[src/rtl/core/mml_pkg.sv]
package mml_pkg;

  // Field widths
  localparam int OFFSET_BITS = 16;
  localparam int LENGTH_BITS = 8;
  localparam int KIND_W      = 6;
  localparam int OUT_TDATA_W = 32;
  localparam int OUT_PAD_W   = OUT_TDATA_W - KIND_W - OFFSET_BITS - LENGTH_BITS;

  // Token kinds: punctuators
  localparam logic [KIND_W-1:0] K_LPAREN   = 6'd0,  K_RPAREN   = 6'd1;
  localparam logic [KIND_W-1:0] K_LBRACE   = 6'd2,  K_RBRACE   = 6'd3;
  localparam logic [KIND_W-1:0] K_LBRACKET = 6'd4,  K_RBRACKET = 6'd5;
  localparam logic [KIND_W-1:0] K_COMMA    = 6'd6,  K_SEMI     = 6'd7;
  localparam logic [KIND_W-1:0] K_COLON    = 6'd8,  K_QUOTE    = 6'd9;
  localparam logic [KIND_W-1:0] K_DQUOTE   = 6'd10, K_DOT      = 6'd11;
  // Token kinds: operators
  localparam logic [KIND_W-1:0] K_ASSIGN   = 6'd12, K_EQ       = 6'd13;
  localparam logic [KIND_W-1:0] K_PLUS     = 6'd14, K_INC      = 6'd15;
  localparam logic [KIND_W-1:0] K_PLUS_EQ  = 6'd16, K_MINUS    = 6'd17;
  localparam logic [KIND_W-1:0] K_DEC      = 6'd18, K_MINUS_EQ = 6'd19;
  localparam logic [KIND_W-1:0] K_STAR     = 6'd20, K_STAR_EQ  = 6'd21;
  localparam logic [KIND_W-1:0] K_SLASH    = 6'd22, K_SLASH2   = 6'd23;
  localparam logic [KIND_W-1:0] K_SLASH_EQ = 6'd24, K_OR       = 6'd25;
  localparam logic [KIND_W-1:0] K_OR2      = 6'd26, K_OR_EQ    = 6'd27;
  localparam logic [KIND_W-1:0] K_OR2_EQ   = 6'd28, K_AND      = 6'd29;
  localparam logic [KIND_W-1:0] K_AND2     = 6'd30, K_AND_EQ   = 6'd31;
  localparam logic [KIND_W-1:0] K_AND2_EQ  = 6'd32, K_LT       = 6'd33;
  localparam logic [KIND_W-1:0] K_SHL      = 6'd34, K_LE       = 6'd35;
  localparam logic [KIND_W-1:0] K_SHL_EQ   = 6'd36, K_GT       = 6'd37;
  localparam logic [KIND_W-1:0] K_SHR      = 6'd38, K_GE       = 6'd39;
  localparam logic [KIND_W-1:0] K_SHR_EQ   = 6'd40;
  // Token kinds: the rest
  localparam logic [KIND_W-1:0] K_NEWLINE  = 6'd41, K_NUMBER   = 6'd42;
  localparam logic [KIND_W-1:0] K_IDENT    = 6'd43, K_UNKNOWN  = 6'd44;
  localparam logic [KIND_W-1:0] K_EOF      = 6'd45;

  // Special characters
  localparam logic [7:0] CH_NUL   = 8'h00;
  localparam logic [7:0] CH_NL    = 8'h0A;
  localparam logic [7:0] CH_DOT   = 8'h2E;
  localparam logic [7:0] CH_ZERO  = 8'h30;
  localparam logic [7:0] CH_EQ    = 8'h3D;
  localparam logic [7:0] CH_X_UC  = 8'h58;
  localparam logic [7:0] CH_UNDER = 8'h5F;
  localparam logic [7:0] CH_X_LC  = 8'h78;

  // Optional kind: ok low means no token
  typedef struct packed {
    logic              ok;
    logic [KIND_W-1:0] kind;
  } kind_opt_t;

  // One token as it leaves the block
  typedef struct packed {
    logic [KIND_W-1:0]      kind;
    logic [OFFSET_BITS-1:0] start;
    logic [LENGTH_BITS-1:0] length;
    logic                   last;
  } token_t;

  typedef struct packed {
    logic   valid;
    token_t tok;
  } result_t;

  function automatic kind_opt_t some(input logic [KIND_W-1:0] k);
    kind_opt_t r;
    r.ok   = 1'b1;
    r.kind = k;
    return r;
  endfunction

  // Character classes
  function automatic logic is_space(input logic [7:0] c);
    return (c == " ") || (c >= 8'd9 && c <= 8'd13);
  endfunction

  function automatic logic is_digit(input logic [7:0] c);
    return (c >= "0") && (c <= "9");
  endfunction

  function automatic logic is_alpha(input logic [7:0] c);
    return ((c >= "a") && (c <= "z")) || ((c >= "A") && (c <= "Z"));
  endfunction

  function automatic logic is_hex(input logic [7:0] c);
    return is_digit(c) || ((c >= "a") && (c <= "f")) || ((c >= "A") && (c <= "F"));
  endfunction

  function automatic kind_opt_t punct_kind(input logic [7:0] c);
    kind_opt_t r;
    r = '0;
    unique case (c)
      "(":  r = some(K_LPAREN);
      ")":  r = some(K_RPAREN);
      "{":  r = some(K_LBRACE);
      "}":  r = some(K_RBRACE);
      "[":  r = some(K_LBRACKET);
      "]":  r = some(K_RBRACKET);
      ",":  r = some(K_COMMA);
      ";":  r = some(K_SEMI);
      ":":  r = some(K_COLON);
      "'":  r = some(K_QUOTE);
      "\"": r = some(K_DQUOTE);
      ".":  r = some(K_DOT);
      default: r = '0;
    endcase
    return r;
  endfunction

  function automatic kind_opt_t single_kind(input logic [7:0] c);
    kind_opt_t r;
    r = '0;
    unique case (c)
      "=": r = some(K_ASSIGN);
      "+": r = some(K_PLUS);
      "-": r = some(K_MINUS);
      "*": r = some(K_STAR);
      "/": r = some(K_SLASH);
      "|": r = some(K_OR);
      "&": r = some(K_AND);
      "<": r = some(K_LT);
      ">": r = some(K_GT);
      default: r = '0;
    endcase
    return r;
  endfunction

  // Doubled form of | & < >
  function automatic kind_opt_t double_kind(input logic [7:0] c);
    kind_opt_t r;
    r = '0;
    unique case (c)
      "|": r = some(K_OR2);
      "&": r = some(K_AND2);
      "<": r = some(K_SHL);
      ">": r = some(K_SHR);
      default: r = '0;
    endcase
    return r;
  endfunction

  // Doubled form followed by '='
  function automatic kind_opt_t triple_kind(input logic [7:0] c);
    kind_opt_t r;
    r = '0;
    unique case (c)
      "|": r = some(K_OR2_EQ);
      "&": r = some(K_AND2_EQ);
      "<": r = some(K_SHL_EQ);
      ">": r = some(K_SHR_EQ);
      default: r = '0;
    endcase
    return r;
  endfunction

  // Two-character operators other than the doubled | & < >
  function automatic kind_opt_t pair_kind(input logic [7:0] p, input logic [7:0] c);
    kind_opt_t r;
    r = '0;
    unique case (p)
      "=": if (c == "=") r = some(K_EQ);
      "+": begin
        if (c == "+") r = some(K_INC);
        else if (c == "=") r = some(K_PLUS_EQ);
      end
      "-": begin
        if (c == "-") r = some(K_DEC);
        else if (c == "=") r = some(K_MINUS_EQ);
      end
      "*": if (c == "=") r = some(K_STAR_EQ);
      "/": begin
        if (c == "/") r = some(K_SLASH2);
        else if (c == "=") r = some(K_SLASH_EQ);
      end
      "|": if (c == "=") r = some(K_OR_EQ);
      "&": if (c == "=") r = some(K_AND_EQ);
      "<": if (c == "=") r = some(K_LE);
      ">": if (c == "=") r = some(K_GE);
      default: r = '0;
    endcase
    return r;
  endfunction

endpackage

[src/rtl/core/mml_step.sv]
module mml_step (
  input  logic             clk,
  input  logic             rst,
  input  logic             go,
  input  logic [7:0]       src,
  input  logic             eoi,
  output mml_pkg::result_t res0,
  output mml_pkg::result_t res1
);
  import mml_pkg::*;

  typedef enum logic [3:0] {
    ST_IDLE, ST_OP1, ST_OP2, ST_NL, ST_ZERO, ST_HEX, ST_INT, ST_FRAC, ST_IDENT
  } lex_state_t;

  lex_state_t             state, state_next;
  logic [7:0]             pending, pending_next;
  logic [OFFSET_BITS-1:0] start_off, start_off_next;
  logic [OFFSET_BITS-1:0] byte_off, byte_off_next;
  logic [LENGTH_BITS-1:0] len_cnt, len_cnt_next;

  kind_opt_t              close_opt, beg_emit, dbl_opt, pair_opt, direct_opt, pk, sk;
  lex_state_t             beg_state;
  logic [7:0]             beg_pending;
  logic [LENGTH_BITS-1:0] beg_len, direct_len, len_inc;
  logic                   grow, restart;
  token_t                 t0, t1;
  logic                   v0, v1;

  // Token closed by the current state
  always_comb begin
    close_opt = '0;
    unique case (state)
      ST_OP1:   close_opt = single_kind(pending);
      ST_OP2:   close_opt = double_kind(pending);
      ST_NL:    close_opt = some(K_NEWLINE);
      ST_ZERO, ST_HEX, ST_INT, ST_FRAC: close_opt = some(K_NUMBER);
      ST_IDENT: close_opt = some(K_IDENT);
      default:  close_opt = '0;
    endcase
  end

  // Start of a new token from the idle condition
  always_comb begin
    pk          = punct_kind(src);
    sk          = single_kind(src);
    beg_emit    = '0;
    beg_state   = ST_IDLE;
    beg_len     = '0;
    beg_pending = '0;
    if (src == CH_NUL) begin
      beg_emit = some(K_EOF);
    end else if (pk.ok) begin
      beg_emit = pk;
    end else if (sk.ok) begin
      beg_state   = ST_OP1;
      beg_len     = LENGTH_BITS'(1);
      beg_pending = src;
    end else if (src == CH_NL) begin
      beg_state = ST_NL;
      beg_len   = LENGTH_BITS'(1);
    end else if (is_space(src)) begin
      beg_state = ST_IDLE;
    end else if (src == CH_ZERO) begin
      beg_state = ST_ZERO;
      beg_len   = LENGTH_BITS'(1);
    end else if (is_digit(src)) begin
      beg_state = ST_INT;
      beg_len   = LENGTH_BITS'(1);
    end else if (is_alpha(src)) begin
      beg_state = ST_IDENT;
      beg_len   = LENGTH_BITS'(1);
    end else begin
      beg_emit = some(K_UNKNOWN);
    end
  end

  // Continuation decision per state
  always_comb begin
    dbl_opt    = double_kind(pending);
    pair_opt   = pair_kind(pending, src);
    direct_opt = '0;
    direct_len = '0;
    grow       = 1'b0;
    restart    = 1'b0;
    state_next = state;
    unique case (state)
      ST_OP1: begin
        if (dbl_opt.ok && src == pending) begin
          state_next = ST_OP2;
          grow       = 1'b1;
        end else if (pair_opt.ok) begin
          direct_opt = pair_opt;
          direct_len = LENGTH_BITS'(2);
        end else begin
          restart = 1'b1;
        end
      end
      ST_OP2: begin
        if (src == CH_EQ) begin
          direct_opt = triple_kind(pending);
          direct_len = LENGTH_BITS'(3);
        end else begin
          restart = 1'b1;
        end
      end
      ST_NL: begin
        if (is_space(src)) grow = 1'b1;
        else restart = 1'b1;
      end
      ST_ZERO: begin
        if (src == CH_X_LC || src == CH_X_UC) begin
          state_next = ST_HEX;
          grow       = 1'b1;
        end else if (src == CH_DOT) begin
          state_next = ST_FRAC;
          grow       = 1'b1;
        end else if (is_digit(src)) begin
          state_next = ST_INT;
          grow       = 1'b1;
        end else begin
          restart = 1'b1;
        end
      end
      ST_HEX: begin
        if (is_hex(src)) grow = 1'b1;
        else restart = 1'b1;
      end
      ST_INT: begin
        if (src == CH_DOT) begin
          state_next = ST_FRAC;
          grow       = 1'b1;
        end else if (is_digit(src)) begin
          grow = 1'b1;
        end else begin
          restart = 1'b1;
        end
      end
      ST_FRAC: begin
        if (is_digit(src)) grow = 1'b1;
        else restart = 1'b1;
      end
      ST_IDENT: begin
        if (is_alpha(src) || is_digit(src) || src == CH_UNDER) grow = 1'b1;
        else restart = 1'b1;
      end
      default: restart = 1'b1;
    endcase
  end

  // Saturating length increment
  assign len_inc = (len_cnt == '1) ? len_cnt : len_cnt + LENGTH_BITS'(1);

  // Next state and up to two tokens
  always_comb begin
    pending_next   = pending;
    start_off_next = start_off;
    len_cnt_next   = len_cnt;
    byte_off_next  = byte_off + OFFSET_BITS'(1);
    t0             = '0;
    t1             = '0;
    v0             = 1'b0;
    v1             = 1'b0;
    if (eoi) begin
      byte_off_next  = '0;
      start_off_next = '0;
      len_cnt_next   = '0;
      pending_next   = '0;
      if (close_opt.ok) begin
        v0 = 1'b1;
        t0 = '{kind: close_opt.kind, start: start_off, length: len_cnt, last: 1'b0};
        v1 = 1'b1;
        t1 = '{kind: K_EOF, start: byte_off, length: '0, last: 1'b1};
      end else begin
        v0 = 1'b1;
        t0 = '{kind: K_EOF, start: byte_off, length: '0, last: 1'b1};
      end
    end else if (grow) begin
      len_cnt_next = len_inc;
    end else if (direct_opt.ok) begin
      pending_next = '0;
      len_cnt_next = '0;
      v0 = 1'b1;
      t0 = '{kind: direct_opt.kind, start: start_off, length: direct_len, last: 1'b1};
    end else if (restart) begin
      pending_next   = beg_pending;
      start_off_next = byte_off;
      len_cnt_next   = beg_len;
      if (close_opt.ok) begin
        v0 = 1'b1;
        t0 = '{kind: close_opt.kind, start: start_off, length: len_cnt,
               last: !beg_emit.ok};
        v1 = beg_emit.ok;
        t1 = '{kind: beg_emit.kind, start: byte_off, length: LENGTH_BITS'(1),
               last: 1'b1};
      end else begin
        v0 = beg_emit.ok;
        t0 = '{kind: beg_emit.kind, start: byte_off, length: LENGTH_BITS'(1),
               last: 1'b1};
      end
    end
  end

  // Results go straight to the output queue
  assign res0 = '{valid: go && v0, tok: t0};
  assign res1 = '{valid: go && v1, tok: t1};

  // Lexer state registers
  always_ff @(posedge clk) begin
    if (rst) begin
      state     <= ST_IDLE;
      pending   <= '0;
      start_off <= '0;
      byte_off  <= '0;
      len_cnt   <= '0;
    end else if (go) begin
      if (eoi) state <= ST_IDLE;
      else if (direct_opt.ok && !grow) state <= ST_IDLE;
      else if (restart) state <= beg_state;
      else state <= state_next;
      pending   <= pending_next;
      start_off <= start_off_next;
      byte_off  <= byte_off_next;
      len_cnt   <= len_cnt_next;
    end
  end

endmodule

[src/rtl/core/mml_outq.sv]
module mml_outq (
  input  logic             clk,
  input  logic             rst,
  input  mml_pkg::result_t res0,
  input  mml_pkg::result_t res1,
  input  logic             out_ready,
  output logic             out_valid,
  output mml_pkg::token_t  head,
  output logic             room
);
  import mml_pkg::*;

  localparam int DEPTH = 4;
  localparam int PTR_W = $clog2(DEPTH);
  localparam int CNT_W = $clog2(DEPTH + 1);

  token_t           entries [DEPTH];
  logic [PTR_W-1:0] wr_ptr, rd_ptr;
  logic [CNT_W-1:0] count, count_next;
  logic [1:0]       nwr;
  logic             pop;

  assign out_valid = (count != '0);
  assign head      = entries[rd_ptr];
  assign pop       = out_valid && out_ready;
  // Room for the worst case of two tokens from one byte
  assign room      = (count <= CNT_W'(DEPTH - 2));
  assign nwr        = 2'(res0.valid) + 2'(res1.valid);
  assign count_next = count + CNT_W'(nwr) - CNT_W'(pop);

  // Token storage
  always_ff @(posedge clk) begin
    if (res0.valid) entries[wr_ptr] <= res0.tok;
    if (res1.valid) entries[wr_ptr + PTR_W'(1)] <= res1.tok;
  end

  // Pointers and fill count
  always_ff @(posedge clk) begin
    if (rst) begin
      wr_ptr <= '0;
      rd_ptr <= '0;
      count  <= '0;
    end else begin
      wr_ptr <= wr_ptr + PTR_W'(nwr);
      if (pop) rd_ptr <= rd_ptr + PTR_W'(1);
      count <= count_next;
    end
  end

endmodule

[src/rtl/core/maximal_munch_lexer_core.sv]
// Path: a transferred byte is held in the input register, lexed when the token queue
// has room, and its tokens are written into the queue, which offers them on the master side.
// Throughput: one byte per cycle; a byte that yields two tokens needs two output
// transfers, and input stalls while the four-entry token queue has under two free slots.
// Reset (rst, synchronous): lexer returns to idle at offset 0, queue empties.
module maximal_munch_lexer_core (
  input  logic        clk,
  input  logic        rst,
  input  logic        s_tvalid,
  output logic        s_tready,
  input  logic [7:0]  s_tdata,   // [7:0] source_byte
  input  logic        s_tlast,   // end_of_input
  output logic        m_tvalid,
  input  logic        m_tready,
  output logic [mml_pkg::OUT_TDATA_W-1:0] m_tdata, // [5:0] token_kind, [21:6] token_start,
                                                  // [29:22] token_length, [31:30] zero
  output logic        m_tlast    // last_result
);
  import mml_pkg::*;

  logic       in_valid;
  logic [7:0] in_byte;
  logic       in_eoi;
  logic       go, room;
  result_t    res0, res1;
  token_t     head;

  assign go       = in_valid && room;
  assign s_tready = !in_valid || go;

  // Input register
  always_ff @(posedge clk) begin
    if (rst) begin
      in_valid <= 1'b0;
    end else if (s_tready) begin
      in_valid <= s_tvalid;
    end
  end

  always_ff @(posedge clk) begin
    if (s_tvalid && s_tready) begin
      in_byte <= s_tdata;
      in_eoi  <= s_tlast;
    end
  end

  mml_step u_step (
    .clk  (clk),
    .rst  (rst),
    .go   (go),
    .src  (in_byte),
    .eoi  (in_eoi),
    .res0 (res0),
    .res1 (res1)
  );

  mml_outq u_outq (
    .clk       (clk),
    .rst       (rst),
    .res0      (res0),
    .res1      (res1),
    .out_ready (m_tready),
    .out_valid (m_tvalid),
    .head      (head),
    .room      (room)
  );

  assign m_tdata = {OUT_PAD_W'(0), head.length, head.start, head.kind};
  assign m_tlast = head.last;

endmodule

[config.mk]
export PLATFORM = sky130hd
export DESIGN_NAME = maximal_munch_lexer_core
export DESIGN_NICKNAME = d
export VERILOG_FILES = /design/src/rtl/core/mml_pkg.sv /design/src/rtl/core/mml_step.sv /design/src/rtl/core/mml_outq.sv /design/src/rtl/core/maximal_munch_lexer_core.sv
export SDC_FILE = /design/constraint.sdc
export NUM_CORES = 1
export LEC_CHECK = 0
export BUFFER_PORTS_ARGS = -buffer_cell sky130_fd_sc_hd__buf_2
export CORE_ASPECT_RATIO = 1.2
export CORE_MARGIN = 3
export CORE_UTILIZATION = 35
export CTS_BUF_LIST = sky130_fd_sc_hd__clkbuf_16
export DETAILED_ROUTE_END_ITERATION = 8
export SETUP_SLACK_MARGIN = 0.2
export SYNTH_ARGS = -nofsm -noshare
export SYNTH_HDL_FRONTEND = slang
export SYNTH_SLANG_ARGS = --single-unit
export TNS_END_PERCENT = 5
[constraint.sdc]
create_clock -name clk -period 8.5 [get_ports clk]
set_input_delay 1.7 -clock clk [delete_from_list [all_inputs] [get_ports clk]]
set_output_delay 1.7 -clock clk [all_outputs]
set_load 0.03 [all_outputs]
==> run_results.csv <==
group,metric,value,unit
drt,drt_iter0_drc,750,
setup_path,worstPathRequired,8.42,ns
yosys,synthCells,1088,
timing,slew_viol_final,0,
yosys,synth_ff_type,"edfxtp_1",
placement,dp_cells,1438,
floorplanning,core,31400,µm²
final_layout,mostFrequentLayoutCell,"edfxtp_1",
drt,via_per_inst,6.11,
drt,drt_pass1_iterations,7,
timing,hold_viol,0,
global_route,grt_antenna_before_repair,0,
drt,vias,8982,
timing,worst_slack,3.31,ns
final_layout,final_cells,1470,
clock_tree,h-tree-depth,4,
timing,maxSlewHeadroom,0.197,
pwr,p_leak,0.00407,µW
timing,fin_tns_setup,0,ns
clock_tree,clk_pin_slew_worst_paths,0.08,ns
clock_tree,post_cts_resized,0,
clock_tree,numCtsBuffers,17,
global_route,grt_pass1_vias,8687,
pwr,powerDensity,204,nW/µm²
pwr,fin_total_pwr,2460,µW
yosys,synth.distinct_cells,91,
yosys,seq_area_frac_synth,0.438,
yosys,postSynthAreaPerCell,10.3,µm²
timing,finalCritPeriodShare,0.610,
drt,drc_errors,0,
final_layout,final_cell_mix,"edfxtp_1, dfxtp_1, nand2_1",
drt,wl_per_cell,20.7,µm
clock_tree,post-cts-setup-buffer-count,0,
clock_tree,ctsHoldBuffers,0,
floorplanning,core.rowCount,71,
clock_tree,root_buffer,"clkbuf_16",
global_route,grt_usage,0.179,
yosys,synth_area,11200,µm²
hold_path,min_path_type,"flip-flop to flip-flop",
yosys,ys_async_sr_fraction,0,
final_layout,fillerInstances,3134,
setup_path,cp-startpoint,"u_step.pending[1]",
hold_path,min-delay-start,"u_outq.entries[1][3]",
floorplanning,dieHeight,202,µm
clock_tree,clockBufferDepth,2,
timing,setup_violations,0,
setup_path,end_kind,"flip-flop",
yosys,synth_edf_count,101,
drt,routed_wl,30500,µm
setup_path,cp_max_fo,23,
drt,ant_nets,0,
clock_tree,clk_latency,0.45,ns
final_layout,area_delta_synth_final,7.66,%
timing,worst_pin_slew,1.20,ns
setup_path,worstSetupPathType,"flip-flop to flip-flop",
global_route,grt_pass1_wl,48900,µm
timing,min_period,5.19,ns
placement,dp_hpwl,20400,µm
final_layout,drive_above_1_share,0.148,
placement,place.gp.congestion,0.966,
clock_tree,cts_tree,"done",
floorplanning,die_area,34300,µm²
job,drv_cap,0,
yosys,synth_seq_cells,195,
floorplanning,pin_count,48,
final_layout,n_antenna_cell,0,
yosys,synth_top_area_frac,0.270,
timing,rsz0062_at_grt,"false",
floorplanning,die_x,169,µm
timing,max_freq,193,MHz
setup_path,cp_data_arrival_time,5.11,ns
global_route,grt_max_degree,65,
placement,dpl_worst_slack,3.41,ns
yosys,yosys.area.top_type,"edfxtp_1",
yosys,synth.area.top_cells,"edfxtp_1, dfxtp_1, mux4_2, a32o_1, mux2i_1",
clock_tree,clock_sinks,195,
global_route,grt.overflow.total,0,
pwr,peakVddDrop,0.121,mV
final_layout,finalNetCount,1077,
setup_path,startpoint_type,"flip-flop",
timing,fin_skew,0.0128,ns
floorplanning,start_util,0.357,
yosys,yosysWarningCount,0,
setup_path,reg2reg_from,"u_step.pending[1]",
status,status,"finished clean",
placement,port_buffers,45,
==> power by group <==
group / total [µW] / switching (µW) / internal, µW
clock: 811 / 412 / 399
sequential: 1080 / 43.2 / 1040
combinational: 572 / 370 / 202
==> per-layer routing <==
metal	global-route usage	up-vias	wire length, µm
li1	-	4199	-
met1	0.236	4379	13200
met2	0.292	338	14700
met3	0.0321	66	1900
met4	0.0684	0	769
met5	0	-	0
==> registers in the layout (all words and copies together) (netlist names), named ones only <==
register	count
u_step.start_off	16
u_step.pending	8
in_eoi	1
u_outq.wr_ptr	2
u_outq.rd_ptr	2
in_byte	8
u_outq.count	3
u_step.byte_off	16
in_valid	1
u_step.len_cnt	8
u_step.state	4
u_outq.entries	124
==> final timing paths <==
check                           to  slack (ns)  depth (start not counted)
min reg2reg   u_outq.entries[1][3]        0.47                          2
max reg2reg  u_outq.entries[2][16]        3.31                          8
min           u_outq.entries[1][3]        0.47                          2
max          u_outq.entries[2][16]        3.31                          8
==> synthesized netlist by cell type, types with 17 or more instances <==
cell type / instances
nand4_1: 37
mux2i_1: 33
o22ai_1: 26
nand2_1: 71
edfxtp_1: 101
o21ai_0: 40
nor2_1: 59
nand3_1: 65
dfxtp_1: 94
buf_2: 42
nor3_1: 17
mux4_2: 31
a32o_1: 64
a21oi_1: 50
clkbuf_1: 39
==> worst max-delay path: stages (launching register included) <==
cell	delay, ns
dfxtp_1	0.77
nor4b_2	0.43
a31oi_1	0.17
nor4_1	0.52
nand2b_1	0.35
or3_1	0.52
a211oi_1	0.19
nor2_2	0.75
nand2_1	0.94
==> final cells by class <==
class,count,area [µm²],share of cell area
inverters,14,52.6,0.00435
repair buffers,56,308,0.0255
flip-flops and latches,195,4920,0.407
clock inverters,15,169,0.0140
multi-input cells,772,5710,0.473
well taps,401,502,0.0415
clock buffers,17,425,0.0352
==> metrics by stage <==
step | util | hold slack, ns | area, µm²
floorplan | - | 0.447 | 11200
global placement | 0.365 | 0.454 | 11500
detailed placement | 0.365 | 0.464 | 11500
CTS | 0.384 | 0.474 | 12100
global route | 0.384 | 0.498 | 12100
finish | 0.384 | 0.474 | 12100
==> cells by family after synthesis <==
logic type / count (synthesis) / synth area share
AOI/OAI and AO/OA: 289 / 0.196
xor gates and xnor gates: 30 / 0.0234
adders and majority gates: 8 / 0.00959
buffers and inverters: 122 / 0.0536
DFF: 195 / 0.438
muxes: 66 / 0.0937
other: 1 / 0.000334
and+or+nand+nor: 377 / 0.185
No activity file was read; power rests on OpenSTA's default activity.
